### config.mk
export PLATFORM = sky130hd
export DESIGN_NAME = mcc_mul
export DESIGN_NICKNAME = d
export VERILOG_FILES = /design/src/mcc_pkg.sv /design/src/mcc_mul.sv
export SDC_FILE = /design/constraint.sdc
export NUM_CORES = 2
export LEC_CHECK = 0
export ABC_CLOCK_PERIOD_IN_PS = 17100
export BUFFER_PORTS_ARGS = -buffer_cell sky130_fd_sc_hd__buf_2
export CORE_MARGIN = 3
export CORE_UTILIZATION = 51
export DETAILED_ROUTE_END_ITERATION = 8
export PLACE_DENSITY = 0.68
export SYNTH_ARGS = -nofsm -noshare
export SYNTH_HDL_FRONTEND = slang
export SYNTH_SLANG_ARGS = --single-unit
### constraint.sdc
create_clock -name clk_i -period 17.1 [get_ports clk_i]
set_input_delay 2.565 -clock clk_i [delete_from_list [all_inputs] [get_ports clk_i]]
set_output_delay 2.565 -clock clk_i [all_outputs]
set_load 0.01 [all_outputs]
### src/mcc_pkg.sv
// shared types, constants and arithmetic helpers for the mcclellan transform unit
// no dependencies
package mcc_pkg;

  localparam int unsigned MaxHalfOrder = 8;
  localparam int unsigned KernelDim    = 3;
  localparam int unsigned FracBits     = 24;
  localparam int unsigned Inset        = (KernelDim - 1) / 2;
  localparam int unsigned MaxTaps      = 2 * MaxHalfOrder + 1;
  localparam int unsigned SideMax      = 2 * MaxHalfOrder * Inset + 1;
  localparam int unsigned Cells        = SideMax * SideMax;
  localparam int unsigned Centre       = MaxHalfOrder * Inset;
  localparam int unsigned KernWords    = KernelDim * KernelDim;

  typedef logic signed [31:0] word_t;
  typedef logic signed [47:0] acc_t;
  typedef logic signed [63:0] prod_t;
  typedef logic signed [39:0] rnd_t;
  typedef logic [8:0]         addr_t;
  typedef logic [4:0]         coord_t;

  localparam logic [1:0] OpLoadTap  = 2'd0;
  localparam logic [1:0] OpLoadKern = 2'd1;
  localparam logic [1:0] OpCompute  = 2'd2;
  localparam logic [1:0] OpRead     = 2'd3;

  localparam logic [1:0] StOk     = 2'd0;
  localparam logic [1:0] StBadLen = 2'd1;
  localparam logic [1:0] StAsym   = 2'd2;
  localparam logic [1:0] StNone   = 2'd3;

  localparam logic [1:0] CfgTapCount = 2'd0;
  localparam logic [1:0] CfgDefault  = 2'd1;
  localparam logic [1:0] CfgTol      = 2'd2;

  // row-major cell address, row * 17 + col
  function automatic addr_t cell_addr(coord_t r, coord_t c);
    return addr_t'({r, 4'b0000}) + addr_t'(r) + addr_t'(c);
  endfunction

  // built-in kernel [1 2 1; 2 -4 2; 1 2 1] / 8 in q8.24
  function automatic word_t default_kernel(logic [3:0] idx);
    word_t w;
    case (idx) inside
      4'd0, 4'd2, 4'd6, 4'd8: w = 32'sh0020_0000;
      4'd1, 4'd3, 4'd5, 4'd7: w = 32'sh0040_0000;
      4'd4:                   w = 32'shFF80_0000;
      default:                w = '0;
    endcase
    return w;
  endfunction

  // q8.24 product rounding, ties away from zero
  function automatic rnd_t round_q(prod_t p);
    prod_t s;
    s = p + (p[63] ? 64'sd8388607 : 64'sd8388608);
    return s[63:24];
  endfunction

  function automatic word_t sat32(acc_t v);
    word_t w;
    if (v > 48'sd2147483647) begin
      w = 32'sh7FFF_FFFF;
    end else if (v < -48'sd2147483648) begin
      w = 32'sh8000_0000;
    end else begin
      w = v[31:0];
    end
    return w;
  endfunction

endpackage

### src/mcc_mul.sv
// shared signed 32x32 multiplier with registered product
// depends on mcc_pkg
module mcc_mul (
  input  logic                clk_i,
  input  logic                en_i,
  input  mcc_pkg::word_t      a_i,
  input  mcc_pkg::word_t      b_i,
  output mcc_pkg::prod_t      prod_o
);

  mcc_pkg::prod_t prod_q;

  always_ff @(posedge clk_i) begin
    if (en_i) begin
      prod_q <= mcc_pkg::prod_t'(a_i) * mcc_pkg::prod_t'(b_i);
    end
  end

  assign prod_o = prod_q;

endmodule

# Word level (Yosys, flattened, before mapping)
# Cells that the tools add are included.
# Widths: inputs -> output; s select.
# totals
ff_bits	64
input_bits	66
output_inout_bits	64
# classes
n_mul	1
# ops
op	count
$mul 32x32->64	1

# Longest topological paths before layout
# logic_depth
word_depth	1
ltp_mapped	28
ltp_nobuf	27

# Worst setup path after synthesis
# Ideal clock, no wire load.
# synth_path
path_kind	input to register
from	in b_i[2]
to	reg prod_q[62], in the netlist prod_o[62], data pin
arrival_time_ps	9693
setup_slack_ps	7138
path_stages	24
path_buffers	1
setup_ps	269
path_cell_list	clkbuf_1 -> nand2_1 -> inv_1 -> fa_1 -> fa_1 -> fa_1 -> fa_1 -> inv_1 -> fa_1 -> inv_1 -> fa_1 -> inv_1 -> fa_1 -> inv_1 -> fa_1 -> ha_1 -> and3_1 -> nand2_1 -> or3_1 -> o22a_1 -> o211ai_1 -> a31oi_1 -> o31ai_1 -> xor2_1
# synth_via
elab_chain_cells	1
# synth_rtl
item	line_no	text
start: declaration	mcc_mul.sv:7	input mcc_pkg::word_t b_i,
$mul 32x32->64	mcc_mul.sv:15	prod_q <= mcc_pkg::prod_t'(a_i) * mcc_pkg::prod_t'(b_i);
end signal: assignment	mcc_mul.sv:15	
end: declaration	mcc_mul.sv:11	mcc_pkg::prod_t prod_q;
# No other way between the ends.
# A chain may end at the register's enable or synchronous reset.

# Worst setup path in the final report
# layout_path
from	in a_i[31]
to	reg prod_q[60], in the netlist prod_o[60], data pin
# layout_via
elab_chain_cells	1
# layout_rtl
item	line_no	text
start: declaration	mcc_mul.sv:6	input mcc_pkg::word_t a_i,
$mul 32x32->64	mcc_mul.sv:15	
# No other way between the ends.

==> impl_metrics.yaml <==
floorplan:
  rows: 99
  dieArea_um2: 77600
  core_um2: 73300
  ios: 130
  start_util_pct: 51.7
  die_y_um: 279
  chipWidth_um: 279
logic_synthesis:
  synth_flop_cell: "edfxtp_1"
  ys_types: 63
  synth_fa_ha_area_share_pct: 63.3
  synth_top_family_by_area: "adder cells"
  synthMuxAreaShare_pct: 0
  yosysSeqAreaShare_pct: 5.07
  syn_inst: 3884
  async_flop_share_pct: 0
  synth_compound_area_share_pct: 3.41
  synth_fp_nets: 5216
  synth-xor-area-share_pct: 1.73
  synth-warning-count: 0
  synth_edf_count: 64
  ys_ff_latch: 64
  synthesis.area_um2: 37900
  post_synth.cell_area_avg_um2: 9.75
  synth_simple_gate_area_share_pct: 15.1
setup_path:
  crit_end: "prod_o[60]"
  critPathCaptureType: "flip-flop"
  critPathLaunchType: "primary input"
  startpoint: "a_i[31]"
  required_ns: 17.19
  worst-setup-path-type: "in -> reg"
  crit_arrival_ns: 10.78
  worstPathMaxFanout: 32
sta:
  setup_viol: 0
  fmax_ghz: 0.0935
  slew_headroom_pct: 27.2
  rsz0062_at_grt: "no"
  tns_ns: 0
  timing_hold_violations_final: 0
  hold_ws_ns: 2.94
  period_share_pct: 62.5
  fin_crit_ns: 10.69
  worst_pin_slew_ns: 1.09
  report.final.slew_viol_count: 0
status:
  status: "complete, no violations"
detailed_routing:
  routed_wl_mm: 95.8
  drc_errors: 0
  vias: 25619
  drtIter0Drc: 1366
  firstDrtPassIters: 5
  wl_per_cell_um: 20.0
  vias_per_cell: 5.34
  drtAntennaViolNets: 0
cells_and_area:
  mostFrequentLayoutCell: "fa_1"
  fin_nets: 5163
  postLayoutCellArea_um2: 39400
  syn2layout_area_growth_pct: 3.88
  final-instance-count-excl-fill: 4795
  layout-drive-gt1-share_pct: 4.46
  largest_reg_flops: 64
  layout_common_cells: "1082 x fa_1, 952 x inv_1, 516 x and2_1"
placed_design:
  dpl.hpwl_mm: 78.8
  place_area_um2: 39000
  portBuffers: 129
  gp_congestion: 0.905
  dp_cells: 4779
clocking:
  cts.sinks: 64
  clk_pin_slew_ns: 0.06
  clockRootBuffer: "clkbuf_16"
  h-tree-depth: 3
  postCtsResizedCells: 0
  cts_hold_buf: 0
  cts_tree: "done"
  numCtsBuffers: 9
  cts_max_path_buffers: 2
  postCtsSetupBuffers: 0
run:
  maxCapViolations: 0
global_routing:
  groute.usage.overall_pct: 26.0
  grt_pass1_vias: 28801
  grt_pass1_wl_mm: 157
  grt_antenna_before_repair: 3
  grt_start_max_net_pins: 65
  gr-total-overflow: 0
min_path:
  hold_path.class: "in -> reg"
layer usage:
metal | vias to the layer above | wire (um) | track usage, %
met3 | 228 | 3890 | 2.51
met2 | 711 | 51400 | 47.9
met4 | 4 | 5350 | 12.1
li1 | 10995 | - | -
met5 | - | 14 | 0
met1 | 13681 | 35200 | 30.9
worst min-delay path by stage:
stage               from         end  slack [ns]  depth (start not counted)
2_1_floorplan       en_i   prod_o[0]        2.68                          0
3_3_place_gp   prod_o[3]   prod_o[3]        2.98                          1
3_5_place_dp   prod_o[4]   prod_o[4]        2.98                          1
4_1_cts             en_i  prod_o[57]        2.96                          2
5_1_grt           a_i[0]   prod_o[0]        2.99                          3
6_report            en_i  prod_o[57]        2.94                          2
cells in the mapped netlist, drive strengths merged (4+ instances only):
cell    number  area share, %
ha         184            6.1
a31oi       13           0.25
buf          5          0.059
o31ai        7           0.18
o21bai      15           0.30
and4         4          0.099
nand2b       9           0.15
a21oi       68           0.90
edfxtp      64            5.1
and3         9           0.17
o21a         4          0.079
clkbuf     195            1.9
a21o        25           0.50
inv        952            9.4
nand2      511            5.1
nor3         7           0.11
or3          5          0.086
o21ai       31           0.43
xor2        22           0.51
a211oi       8           0.23
and2       516            8.5
nor2        42           0.42
nand3       15           0.20
xnor2       53            1.2
nand4        7           0.12
fa        1082             57
cell families after synthesis:
logic type	count (synthesis)
AND/OR/NAND/NOR	1134
flip-flops	64
XOR/XNOR	75
AO/OA/AOI/OAI	193
buffers and inverters	1152
adder cells (fa/ha/maj)	1266
critical path, cell delays in order:
cell,delay [ns]
buf_2,0.47
nand2_1,0.24
inv_1,0.14
fa_1,0.40
inv_1,0.27
fa_1,0.48
inv_1,0.22
fa_1,0.50
fa_1,0.78
inv_1,0.37
fa_1,0.58
inv_1,0.06
fa_1,0.53
inv_1,0.05
fa_1,0.45
fa_1,0.51
inv_1,0.04
ha_1,0.35
and3_1,0.20
nand2_1,0.07
or3_1,0.38
o211ai_1,0.49
a2111oi_1,0.17
o21bai_1,0.18
a21oi_1,0.09
xnor2_1,0.14
cell type report:
cell class                 count  area, um2
antenna                        2       5.00
clock buffer                   9        225
clock inverter                 5       97.6
fill                        6683      34000
inverter                     952       3570
multi-input combinational   2668      31600
sequential                    64       1920
tap                          959       1200
timing repair buffer         136        698
through the flow:
stage	worst slack, ns	utilization (%)
floorplan	7.14	-
global placement	6.26	53.2
detailed placement	6.10	53.2
CTS	6.45	53.7
global route	5.85	53.7
finish	6.41	53.7
Power is not shown: default switching activity piles up to over one toggle a cycle in this logic, so the estimate is an artifact.
